===== src/dtd_pkg.sv =====
package dtd_pkg;

  localparam logic [7:0] CH_NUL   = 8'h00;
  localparam logic [7:0] CH_ZERO  = 8'h30;
  localparam logic [7:0] CH_NINE  = 8'h39;
  localparam logic [7:0] CH_POINT = 8'h2E;
  localparam logic [7:0] CH_LOW_E = 8'h65;
  localparam logic [7:0] CH_UP_E  = 8'h45;
  localparam logic [7:0] CH_MINUS = 8'h2D;
  localparam logic [7:0] CH_PLUS  = 8'h2B;

  localparam logic [1:0] ST_OK    = 2'd0;
  localparam logic [1:0] ST_POINT = 2'd1;
  localparam logic [1:0] ST_OVF   = 2'd2;

  localparam int MANT_W = 31;
  localparam int P10_W  = 30;

  typedef struct packed {
    logic [1:0]        status;
    logic              neg;
    logic [MANT_W-1:0] mant;
    logic [3:0]        frac;
    logic              exp_neg;
    logic [3:0]        exp_val;
    logic              scale;
  } dtd_job_t;

  function automatic logic [P10_W-1:0] pow10(input logic [3:0] n);
    logic [P10_W-1:0] p;
    case (n)
      4'd0: p = 30'd1;
      4'd1: p = 30'd10;
      4'd2: p = 30'd100;
      4'd3: p = 30'd1000;
      4'd4: p = 30'd10000;
      4'd5: p = 30'd100000;
      4'd6: p = 30'd1000000;
      4'd7: p = 30'd10000000;
      4'd8: p = 30'd100000000;
      4'd9: p = 30'd1000000000;
      default: p = 30'd1;
    endcase
    return p;
  endfunction

endpackage


===== src/dtd_conv.sv =====
module dtd_conv
  import dtd_pkg::*;
(
  input  logic        clk,
  input  logic        rst,
  input  logic        start,
  input  dtd_job_t    job,
  output logic        busy,
  output logic        res_valid,
  output logic [63:0] res_bits,
  input  logic        res_ack
);

  localparam logic [2:0] C_IDLE = 3'd0;
  localparam logic [2:0] C_DIV  = 3'd1;
  localparam logic [2:0] C_MUL  = 3'd2;
  localparam logic [2:0] C_NORM = 3'd3;
  localparam logic [2:0] C_RND  = 3'd4;
  localparam logic [2:0] C_DONE = 3'd5;

  logic [2:0]        state;
  logic [82:0]       w;
  logic signed [11:0] x;
  logic [63:0]       num;
  logic [P10_W-1:0]  rem;
  logic [P10_W-1:0]  dvs;
  logic [P10_W-1:0]  mulr;
  logic [52:0]       sig;
  logic [4:0]        cnt;
  logic              stage;
  logic              sign;
  logic              exp_neg;
  logic [3:0]        exp_val;
  logic              scale;
  logic [63:0]       bits;

  // divide step: one quotient bit a cycle
  logic [P10_W:0] rem2;
  logic           qbit;
  assign rem2 = {rem, num[63]};
  assign qbit = rem2 >= {1'b0, dvs};

  // round to nearest even on w[82:30]
  logic              sticky, inc;
  logic [53:0]       s54;
  logic [52:0]       sig_r;
  logic signed [11:0] xr;
  logic [11:0]       biased;
  assign sticky = (|w[28:0]) | (|rem);
  assign inc    = w[29] & (sticky | w[30]);
  assign s54    = {1'b0, w[82:30]} + {53'd0, inc};
  assign sig_r  = s54[53] ? s54[53:1] : s54[52:0];
  assign xr     = s54[53] ? x + 12'sd31 : x + 12'sd30;
  assign biased = 12'(xr + 12'sd1075);

  always_ff @(posedge clk) begin
    if (rst) begin
      state <= C_IDLE;
    end else begin
      case (state)
        C_IDLE: begin
          if (start) begin
            sign    <= job.neg;
            exp_neg <= job.exp_neg;
            exp_val <= job.exp_val;
            scale   <= job.scale;
            stage   <= 1'b0;
            rem     <= '0;
            w       <= '0;
            if (job.status != ST_OK) begin
              bits  <= '0;
              state <= C_DONE;
            end else if (job.mant == '0) begin
              bits  <= {job.neg, 63'd0};
              state <= C_DONE;
            end else if (job.frac == 4'd0) begin
              w     <= {52'd0, job.mant};
              x     <= '0;
              state <= C_NORM;
            end else begin
              num   <= {33'd0, job.mant};
              x     <= 12'sd64;
              dvs   <= pow10(job.frac);
              state <= C_DIV;
            end
          end
        end
        C_DIV: begin
          if (w[82]) begin
            state <= C_RND;
          end else begin
            w   <= {w[81:0], qbit};
            rem <= qbit ? P10_W'(rem2 - {1'b0, dvs}) : rem2[P10_W-1:0];
            num <= {num[62:0], 1'b0};
            x   <= x - 12'sd1;
          end
        end
        C_MUL: begin
          w    <= {w[81:0], 1'b0} + (mulr[P10_W-1] ? {30'd0, sig} : 83'd0);
          mulr <= {mulr[P10_W-2:0], 1'b0};
          cnt  <= cnt - 5'd1;
          if (cnt == 5'd1) state <= C_NORM;
        end
        C_NORM: begin
          if (w[82]) begin
            state <= C_RND;
          end else begin
            w <= {w[81:0], 1'b0};
            x <= x - 12'sd1;
          end
        end
        C_RND: begin
          if (!stage && scale) begin
            stage <= 1'b1;
            rem   <= '0;
            w     <= '0;
            if (exp_neg) begin
              num   <= {11'd0, sig_r};
              x     <= xr + 12'sd64;
              dvs   <= pow10(exp_val);
              state <= C_DIV;
            end else begin
              sig   <= sig_r;
              mulr  <= pow10(exp_val);
              x     <= xr;
              cnt   <= 5'd30;
              state <= C_MUL;
            end
          end else begin
            bits  <= {sign, biased[10:0], sig_r[51:0]};
            state <= C_DONE;
          end
        end
        C_DONE: begin
          if (res_ack) state <= C_IDLE;
        end
        default: state <= C_IDLE;
      endcase
    end
  end

  assign busy      = state != C_IDLE;
  assign res_valid = state == C_DONE;
  assign res_bits  = bits;

endmodule


===== src/decimal_text_to_double.sv =====
// Decimal string to IEEE double. Characters stream in one per transfer and
// each is parsed combinationally on its transfer, so in_ready stays high through a string.
// The 0 byte ends the string and starts the conversion engine, a shared
// 83-bit shift/add/subtract datapath under a small sequencer; in_ready stays
// low while it runs. With fraction digits it first runs a restoring divide by
// 10^fraction_digits, one quotient bit per cycle until the leading quotient
// bit reaches bit 82; otherwise it normalizes the integer mantissa one bit
// per cycle. A nonzero exponent then adds a shift-add multiply by 10^exponent
// and a normalize for a positive exponent, or a second divide for a negative
// one. Each step ends in a round-to-nearest-even state. An error status or a
// zero mantissa skips the engine and goes straight to the result. Characters
// of the next string are taken while a result still waits on the output.
module decimal_text_to_double
  import dtd_pkg::*;
#(
  parameter int MAX_LEN = 255
) (
  input  logic        clk,
  input  logic        rst,
  input  logic        in_valid,
  output logic        in_ready,
  input  logic [7:0]  ch,
  output logic        out_valid,
  input  logic        out_ready,
  output logic [63:0] value_bits,
  output logic [7:0]  consumed,
  output logic [1:0]  status
);

  localparam int PW = $clog2(MAX_LEN + 1);

  localparam logic [2:0] PH_SIGN  = 3'd0;
  localparam logic [2:0] PH_MANT  = 3'd1;
  localparam logic [2:0] PH_ESIGN = 3'd2;
  localparam logic [2:0] PH_EDIG  = 3'd3;
  localparam logic [2:0] PH_DONE  = 3'd4;

  logic [2:0]        phase, phase_next;
  logic              neg, neg_next;
  logic [MANT_W-1:0] mant, mant_next;
  logic [3:0]        frac, frac_next;
  logic              seen_pt, seen_pt_next;
  logic              eneg, eneg_next;
  logic [3:0]        eval, eval_next;
  logic              ehas, ehas_next;
  logic [PW-1:0]     pos, pos_next;
  logic [PW-1:0]     stop_pos, stop_pos_next;
  logic [1:0]        flags, flags_next;

  logic        conv_busy, res_valid, res_ack, start;
  logic [63:0] res_bits;
  dtd_job_t    job;
  logic [7:0]  pend_cons;
  logic [1:0]  pend_status;

  logic        is_dig, is_sign;
  logic [3:0]  dig;
  logic [35:0] m10;
  logic [6:0]  e10;

  assign is_dig  = (ch >= CH_ZERO) && (ch <= CH_NINE);
  assign is_sign = (ch == CH_MINUS) || (ch == CH_PLUS);
  assign dig     = 4'(ch - CH_ZERO);
  assign m10     = {2'b0, mant, 3'b0} + {4'b0, mant, 1'b0} + {32'd0, dig};
  assign e10     = {eval, 3'b0} + {2'b0, eval, 1'b0} + {3'd0, dig};

  always_comb begin
    phase_next    = phase;
    neg_next      = neg;
    mant_next     = mant;
    frac_next     = frac;
    seen_pt_next  = seen_pt;
    eneg_next     = eneg;
    eval_next     = eval;
    ehas_next     = ehas;
    pos_next      = pos;
    stop_pos_next = stop_pos;
    flags_next    = flags;
    if (phase != PH_DONE) begin
      if (pos >= PW'(MAX_LEN)) begin
        stop_pos_next = pos;
        phase_next    = PH_DONE;
      end else if ((phase == PH_SIGN && is_sign) || (phase == PH_ESIGN && is_sign)) begin
        pos_next = pos + 1'b1;
        if (phase == PH_SIGN) begin
          phase_next = PH_MANT;
          neg_next   = ch == CH_MINUS;
        end else begin
          phase_next = PH_EDIG;
          eneg_next  = ch == CH_MINUS;
        end
      end else if (phase == PH_SIGN || phase == PH_MANT) begin
        phase_next = PH_MANT;
        if (is_dig) begin
          if (m10 > 36'h07FFFFFFF) begin
            flags_next[1] = 1'b1;
            mant_next     = '1;
          end else begin
            mant_next = m10[MANT_W-1:0];
          end
          if (seen_pt) begin
            if (frac != 4'd15) frac_next = frac + 4'd1;
            if (frac >= 4'd9) flags_next[1] = 1'b1;
          end
          pos_next = pos + 1'b1;
        end else if (ch == CH_POINT) begin
          if (seen_pt) begin
            flags_next[0] = 1'b1;
            stop_pos_next = pos;
            phase_next    = PH_DONE;
          end else begin
            seen_pt_next = 1'b1;
            pos_next     = pos + 1'b1;
          end
        end else if (ch == CH_LOW_E || ch == CH_UP_E) begin
          pos_next   = pos + 1'b1;
          phase_next = PH_ESIGN;
        end else begin
          stop_pos_next = pos;
          phase_next    = PH_DONE;
        end
      end else begin
        // exponent digits, also first char after the 'e' when not a sign
        phase_next = PH_EDIG;
        if (is_dig) begin
          if (e10 > 7'd9) begin
            flags_next[1] = 1'b1;
            eval_next     = 4'd10;
          end else begin
            eval_next = e10[3:0];
          end
          ehas_next = 1'b1;
          pos_next  = pos + 1'b1;
        end else begin
          stop_pos_next = pos;
          phase_next    = PH_DONE;
        end
      end
    end
  end

  assign in_ready = !conv_busy;
  assign start    = in_valid && in_ready && (ch == CH_NUL);

  always_comb begin
    job.status  = flags[0] ? ST_POINT : (flags[1] ? ST_OVF : ST_OK);
    job.neg     = neg;
    job.mant    = mant;
    job.frac    = frac;
    job.exp_neg = eneg;
    job.exp_val = eval;
    job.scale   = ehas && (eval != 4'd0);
  end

  always_ff @(posedge clk) begin
    if (rst) begin
      phase    <= PH_SIGN;
      neg      <= 1'b0;
      mant     <= '0;
      frac     <= '0;
      seen_pt  <= 1'b0;
      eneg     <= 1'b0;
      eval     <= '0;
      ehas     <= 1'b0;
      pos      <= '0;
      stop_pos <= '0;
      flags    <= '0;
    end else if (start) begin
      pend_cons   <= 8'((phase == PH_DONE) ? stop_pos : pos);
      pend_status <= job.status;
      phase       <= PH_SIGN;
      neg         <= 1'b0;
      mant        <= '0;
      frac        <= '0;
      seen_pt     <= 1'b0;
      eneg        <= 1'b0;
      eval        <= '0;
      ehas        <= 1'b0;
      pos         <= '0;
      stop_pos    <= '0;
      flags       <= '0;
    end else if (in_valid && in_ready) begin
      phase    <= phase_next;
      neg      <= neg_next;
      mant     <= mant_next;
      frac     <= frac_next;
      seen_pt  <= seen_pt_next;
      eneg     <= eneg_next;
      eval     <= eval_next;
      ehas     <= ehas_next;
      pos      <= pos_next;
      stop_pos <= stop_pos_next;
      flags    <= flags_next;
    end
  end

  dtd_conv u_conv (
    .clk       (clk),
    .rst       (rst),
    .start     (start),
    .job       (job),
    .busy      (conv_busy),
    .res_valid (res_valid),
    .res_bits  (res_bits),
    .res_ack   (res_ack)
  );

  assign res_ack = res_valid && (!out_valid || out_ready);

  always_ff @(posedge clk) begin
    if (rst) begin
      out_valid <= 1'b0;
    end else if (res_ack) begin
      out_valid  <= 1'b1;
      value_bits <= res_bits;
      consumed   <= pend_cons;
      status     <= pend_status;
    end else if (out_ready) begin
      out_valid <= 1'b0;
    end
  end

endmodule


===== config.mk =====
export PLATFORM = sky130hd
export DESIGN_NAME = decimal_text_to_double
export DESIGN_NICKNAME = d
export VERILOG_FILES = /design/src/dtd_pkg.sv /design/src/dtd_conv.sv /design/src/decimal_text_to_double.sv
export SDC_FILE = /design/constraint.sdc
export NUM_CORES = 1
export LEC_CHECK = 0
export BUFFER_PORTS_ARGS = -buffer_cell sky130_fd_sc_hd__buf_4
export CAP_MARGIN = 20
export CELL_PAD_IN_SITES_DETAIL_PLACEMENT = 0
export CELL_PAD_IN_SITES_GLOBAL_PLACEMENT = 1
export CORE_MARGIN = 3
export CORE_UTILIZATION = 50
export DETAILED_ROUTE_END_ITERATION = 16
export GPL_ROUTABILITY_DRIVEN = 1
export PLACE_DENSITY = 0.79
export RECOVER_POWER = 50
export SLEW_MARGIN = 10
export SYNTH_ARGS = -nofsm -noshare
export SYNTH_HDL_FRONTEND = slang
export SYNTH_HIERARCHICAL = 1
export SYNTH_SLANG_ARGS = --single-unit

===== constraint.sdc =====
create_clock -name clk -period 9.79 [get_ports clk]
set_input_delay 0.4895 -clock clk [delete_from_list [all_inputs] [get_ports clk]]
set_output_delay 0.4895 -clock clk [all_outputs]
set_load 0.01 [all_outputs]

=== Word level (Yosys, flattened, before mapping) ===
Memory sizes are Yosys's and may differ from the RTL's. A register that Yosys moved wholly into a read port is not among the register bits.
Index checks and enable logic that the tools add are counted.

* Memory bits (read-only): 1440
* Output and inout port bits: 76
* Register bits after elaboration: 531
* Memories: 3

* $lt $le $gt $ge: 7
* $add $sub $neg: 16
* Reductions and logical operators: 62
* Equality and inequality tests: 36
* Multiplexer cells: 105
* Bitwise gates (word level): 10

{| class="wikitable"
|+ Memories
! memory !! depth !! width !! rd ports !! clocked after Yosys merged registers in !! write ports !! RTL line !! RTL
|-
| (name not given) || 16 || 30 || 1 || 1 || 0 || dtd_pkg.sv:31 || <nowiki>case (n)</nowiki>
|-
| (name not given) || 16 || 30 || 1 || 1 || 0 || dtd_pkg.sv:31 ||
|-
| (name not given) || 16 || 30 || 1 || 1 || 0 || dtd_pkg.sv:31 ||
|}

{| class="wikitable"
|+ Operators with widths
! cell !! count
|-
| $mux 64 || 11
|-
| $mux 83 || 6
|-
| $pmux 83 s5 || 1
|-
| $mux 30 || 12
|-
| $pmux 64 s3 || 1
|-
| $mux 8 || 16
|-
| $pmux 64 s2 || 1
|-
| $pmux 30 s2 || 2
|-
| $mux 53 || 2
|-
| $pmux 30 s3 || 1
|-
| $mux 12 || 7
|-
| $add 83x83->83 || 1
|-
| $mux 31 || 2
|-
| $add 53x1->54 || 1
|-
| $mux 3 || 15
|-
| $add 35x4->36 || 1
|-
| $gt 36x31->1 const B || 1
|-
| $pmux 12 s3 || 1
|-
| $reduce_and 6->1 || 6
|-
| $add 34x32->35 || 1
|-
| $ge 31x30->1 || 1
|-
| $logic_not 31->1 || 1
|-
| $reduce_or 30->1 || 1
|-
| $sub 30x30->30 || 1
|-
| other kinds (56) || 143
|}

=== Logic depth before layout (Yosys ltp) ===
* Word-level depth: 10
* Mapped depth: 16

=== Hierarchy ===
Netlist, hierarchy kept.

{| class="wikitable"
|+ Modules (own cells, without submodules)
! module !! cells each !! area each (um2) !! sequential area each (um2) !! instances
|-
| dtd_conv || 2382 || 23582.6 || 11661.2 || 1
|-
| decimal_text_to_double || 704 || 7787.5 || 3823.7 || 1
|}

=== Worst setup path after synthesis ===
No wires, ideal clock.

* Kind: reg2reg
* Start: register u_conv.state[2]
* End: register u_conv.num[0], enable pin
* Path slack: 1.241 ns
* Clock period less this slack: 8.549 ns
* Stages on the path, launching flop included: 10
* Data arrival time: 7.905 ns
* Required time: 9.146 ns
* Cells stage by stage: dfxtp_1 clkbuf_1 or3_1 clkbuf_1 nor2b_1 nand4_1 inv_1 o21ai_0 a21o_1 nor4_1

* Longest elaborated chain between the ends: 6

{| class="wikitable"
|+ RTL lines
! item !! RTL line !! RTL
|-
| start, declared || dtd_conv.sv:21 || <nowiki>logic [2:0] state;</nowiki>
|-
| start signal, assigned || dtd_conv.sv:58 || <nowiki>state <= C_IDLE;</nowiki>
|-
| start signal, assigned || dtd_conv.sv:72 || <nowiki>state <= C_DONE;</nowiki>
|-
| start signal, assigned || dtd_conv.sv:75 || <nowiki>state <= C_DONE;</nowiki>
|-
| $reduce_bool 3->1 || dtd_conv.sv:142 || <nowiki>assign busy = state != C_IDLE;</nowiki>
|-
| named net conv_busy || decimal_text_to_double.sv:50 || <nowiki>logic conv_busy, res_valid, res_ack, start;</nowiki>
|-
| $logic_not 1->1 || decimal_text_to_double.sv:142 || <nowiki>assign in_ready = !conv_busy;</nowiki>
|-
| $logic_and 1x1->1 (2 in series) || decimal_text_to_double.sv:143 || <nowiki>assign start = in_valid && in_ready && (ch == CH_NUL);</nowiki>
|-
| named net start || decimal_text_to_double.sv:50 ||
|-
| $ne 2x2->1 (no line) || n/a ||
|-
| $reduce_and 9->1 (no line) || n/a ||
|-
| end signal, assigned || dtd_conv.sv:81 || <nowiki>num <= {33'd0, job.mant};</nowiki>
|-
| end signal, assigned || dtd_conv.sv:94 || <nowiki>num <= {num[62:0], 1'b0};</nowiki>
|-
| end signal, assigned || dtd_conv.sv:118 || <nowiki>num <= {11'd0, sig_r};</nowiki>
|-
| end, declared || dtd_conv.sv:24 || <nowiki>logic [63:0] num;</nowiki>
|}

The timed path passes the listed nets, and every way through them passes these cells.
A chain may end at the register's enable or synchronous reset.

=== Worst setup path in the final report ===
* Start: register u_conv.w[30]
* End: register u_conv.bits[62], in the netlist u_conv/res_bits[62] (data pin)

* Longest elaborated chain between the ends: 7

{| class="wikitable"
|+ RTL lines
! item !! RTL line !! RTL
|-
| start, declared || dtd_conv.sv:22 || <nowiki>logic [82:0] w;</nowiki>
|-
| start signal, assigned || dtd_conv.sv:77 || <nowiki>w <= {52'd0, job.mant};</nowiki>
|-
| start signal, assigned || dtd_conv.sv:92 || <nowiki>w <= {w[81:0], qbit};</nowiki>
|-
| start signal, assigned || dtd_conv.sv:99 || <nowiki>w <= {w[81:0], 1'b0} + (mulr[P10_W-1] ? {30'd0, sig} : 83'd0);</nowiki>
|-
| $or 1x1->1 || dtd_conv.sv:50 || <nowiki>assign inc = w[29] & (sticky | w[30]);</nowiki>
|-
| $and 1x1->1 || dtd_conv.sv:50 ||
|-
| $add 53x1->54 (*) || dtd_conv.sv:51 || <nowiki>assign s54 = {1'b0, w[82:30]} + {53'd0, inc};</nowiki>
|-
| $mux 12 (*) || dtd_conv.sv:53 || <nowiki>assign xr = s54[53] ? x + 12'sd31 : x + 12'sd30;</nowiki>
|-
| $add 11x11->11 (*) || dtd_conv.sv:54 || <nowiki>assign biased = 12'(xr + 12'sd1075);</nowiki>
|-
| $mux 64 (*) || dtd_conv.sv:113 || <nowiki>if (!stage && scale) begin</nowiki>
|-
| $pmux 64 s2 (*) || dtd_conv.sv:60 || <nowiki>case (state)</nowiki>
|-
| end signal, assigned || dtd_conv.sv:74 || <nowiki>bits <= {job.neg, 63'd0};</nowiki>
|-
| end signal, assigned || dtd_conv.sv:130 || <nowiki>bits <= {sign, biased[10:0], sig_r[51:0]};</nowiki>
|-
| end, declared || dtd_conv.sv:35 || <nowiki>logic [63:0] bits;</nowiki>
|}

Mark *: on every way between the ends. The rest lies on a longest branch, timed or not. The select of a mux whose other input is x is not followed.

==> results by group <==
Logic synthesis
  • Cell variety after synth: 97
  • Most common flop cell mapped by yosys: edfxtp_1
  • Syn_nets: 3276
  • Synth top area share: roughly 44%
  • Ys Warns: 6
  • Top cells by count, synth: 455 x edfxtp_1, 321 x nand2_1, 230 x nor2_1
  • Async set-reset flop share out of synthesis: 0%
  • Synth Register Bits: about 550
  • Netlist Area Pre-Place: 0.0314 sq mm
  • Number of enable flip-flop cells after synthesis: 455
  • Synth Instances: 3086
  • Cell with the most instances after synthesis: edfxtp_1
  • Top post-synthesis cells by area: edfxtp_1 44%, ha_1 6.9%, dfxtp_1 5.8%
  • Seq/Total Area, Yosys: 49.4%
  • Cell type with the largest total area after synthesis: edfxtp_1
  • Syn Area/Cell: a little over 10 sq um

Critical path
  • Crit-path max cell delay: 2.35 ns
  • CP startpoint: u_conv/w[30]
  • Worst R2R End: u_conv/res_bits[62]
  • Crit path required time: 10.09 ns
  • Reg2reg path depth: 12
  • Setup crit end kind: flip-flop
  • Reg-to-reg setup timing slack: 3.10 ns
  • Crit path buf inv count: 1
  • Critical Path Source Type: flip-flop
  • Crit Path Category: flip-flop to flip-flop
  • CP max-delay cell: clkbuf_1
  • CP delay by family, top: simple AND/OR/NAND/NOR gates
  • Worst reg2reg path startpoint: u_conv/w[30]
  • Critical Path End: u_conv/res_bits[62]
  • Critical Path Stages: 12
  • Max FO, Critical Path: 60
  • Worst path cell trace: nand3_1 > or4_1 > or4_1 > nor3_4 > clkbuf_1 > o21ai_0 > ha_1 > nor3_1 > o31ai_1 > nor3_1 > xnor2_1 > nor2_1
  • Arr. time, crit path: 6.99 ns

Detailed routing
  • WL final: 88200 microns
  • DRT iter0 DRCs: 1948
  • DR WL/cell: 22.1 microns
  • Vias per inst: 6.15
  • Total number of vias: 24.6k
  • Drt first pass iters: 5
  • Post-route antenna net violation count: 0
  • Drt drc: 0

Global route
  • Largest net degree at the start of global routing: 73
  • Initial antenna violation count: 0
  • Vias in the first global route: 24.1k
  • GRT Residual Overflow: 0
  • Met3 global-route usage: 4.42%
  • Met1 usage: between 30% and 40%
  • Top Usage Layer GRT: met2
  • Overall Global Routing Usage: 26.3%
  • M2 GR Usage: 42.6%
  • First-pass GRT wire length: 138000 microns

Clock network
  • # clock sinks: 546
  • Post-CTS Setup Bufs: 0
  • Htree depth: 2
  • Reg clk slew, reported paths: approximately 0.060 ns
  • Max clock buf depth: 3
  • CTS tree: yes
  • Clk Latency, worst-skew pair: ~0.64 ns
  • PostCTS Resize Cnt: 0
  • CTS Root Cell: clkbuf_16
  • CTS Buf Count: 60
  • Hold-fix buffers at CTS: 0

Placement
  • Routability cong.: 0.934
  • Final HPWL DP: 62300 microns
  • Port bufs: 87

STA
  • Minimum clock period: 6.69 ns
  • Setup violators final: 0
  • Max transition margin: -179%
  • RSZ-0062 raised after global routing: no
  • Fin crit share: 68.3%
  • Slew Limit Fails: 542
  • Fin Clk Skew: 0.0298 ns
  • Max frequency: 150 MHz
  • Final hold slack: approximately 0.16 ns
  • Actual slew at the worst max-slew pin: 4.19 ns
  • Hold Violations, Final: 0
  • Setup TNS: 0 ns

Floorplan
  • Core region area: about 0.062 sq mm
  • Rows: 91
  • Die ar.: between 0.06 and 0.07 sq mm
  • Starting density of the core: 50.6%
  • Die Span Y: roughly 260 microns
  • Io pins: 88
  • Width of the die: 256 microns

Power and ir drop
  • PwrDens: 248 mW/mm^2
  • Max IR drop VDD: 0.142 mV
  • P_leak: 13.1 nW

Worst hold path
  • Hold WC Path Type: input pin to flip-flop
  • Worst hold start: ch[0]

Finish
  • Fillcell total: between 5k and 6k
  • Diodes inserted: 0
  • Layout net count: 3296
  • Share of cells above drive strength 1: 6.62%
  • Area delta synth->final: 9.64%

Status
  • Status: finished, violations left
  • Failing checks: max-capacitance violations, max-slew violations

Job
  • Max-cap viol count: 12
==> metal layers <==
layer  wire length, microns  part of all wire [%]  up-vias
li1                       -                     -    11500
met1                  39000                    44    12000
met2                  40300                    46      886
met3                   5870                   6.6      142
met4                   2980                   3.4        0
met5                      0                     0        -
==> worst min-delay path, delay by kind of cell <==
kind	cells	cell delay, ns
buffers and inverters	1	0.14
and+or+nand+nor	1	0.06
AOI/OAI and AO/OA	1	0.06
==> cell type report <==
| type | instances | area, sq um | share of cell area [%] |
|---|---|---|---|
| Timing Repair Buffer | 118 | 548 | 1.59 |
| Clock buffer | 82 | 1670 | 4.87 |
| Tap cell | 837 | 1050 | 3.04 |
| Sequential cell | 546 | 15500 | 45.0 |
| Clock inverter | 30 | 335 | 0.975 |
| Inverter | 108 | 405 | 1.18 |
| Multi-Input combinational cell | 2272 | 14900 | 43.3 |
==> placed cells by master, fill, tap and decap left out, types with 77 or more instances in the layout <==
cell type and n:
edfxtp_1 455, nand2_1 321, a21oi_1 225, nor2_1 224, ha_1 172, o21ai_0 169
inv_1 105, clkbuf_1 103, xnor2_1 102, nor3_1 99, dfxtp_1 91, and2_1 86
xor2_1 80, a21o_1 77
==> flip-flops by register name (all words and copies together) (netlist names), 4 cells and up, named ones only <==
| name | cells |
|---|---|
| pend_cons | 8 |
| eval | 4 |
| u_conv/res_bits | 64 |
| frac | 4 |
| u_conv/x | 11 |
| u_conv/cnt | 5 |
| u_conv/num | 64 |
| u_conv/rem | 30 |
| u_conv/dvs | 23 |
| u_conv/mulr | 30 |
| consumed | 8 |
| value_bits | 64 |
| u_conv/exp_val | 4 |
| u_conv/sig | 53 |
| stop_pos | 8 |
| mant | 31 |
| u_conv/w | 83 |
| pos | 8 |
==> cell families after synthesis <==
logic type      count (synthesis)  share of synthesized area [%]
compound gates                787                           16.5
xor+xnor                      182                           5.08
fa+ha+maj                     178                           7.24
buf+inv                       268                           3.39
flops                         546                           49.4
mux                            39                           1.30
simple gates                 1086                           17.1
==> power breakdown <==
group	switching, W	internal (W)
logic	0.00188	0.000937
clock network	0.000958	0.00133
registers	0.000334	0.00307
total	0.00317	0.00534
==> per-stage QoR <==
stage / util (%) / setup slack [ns] / instances / total power, W / instance area (sq um)
after global routing: 55.5 / 2.71 / 3993 / 0.00897 / 34400
after global placement: 52.9 / 5.00 / 3880 / 0.00618 / 32800
final: 55.5 / 3.10 / 3993 / 0.00851 / 34400
after detailed placement: 52.9 / 5.23 / 3881 / 0.00622 / 32800
after floorplan: - / 1.24 / 3086 / 0.00538 / 31400
after CTS: 56.2 / 5.18 / 3993 / 0.00854 / 34800
==> worst min path at each step <==
stage                                end  slack (ns)  cells past startpoint
final                            eval[0]        0.16                      3
after global routing             eval[0]        0.15                      3
after CTS                        eval[0]        0.10                      3
after detailed placement  value_bits[19]        0.40                      0
after global placement    value_bits[17]        0.40                      0
after floorplan              consumed[0]        0.40                      0
(Power assumes the default switching activity.)
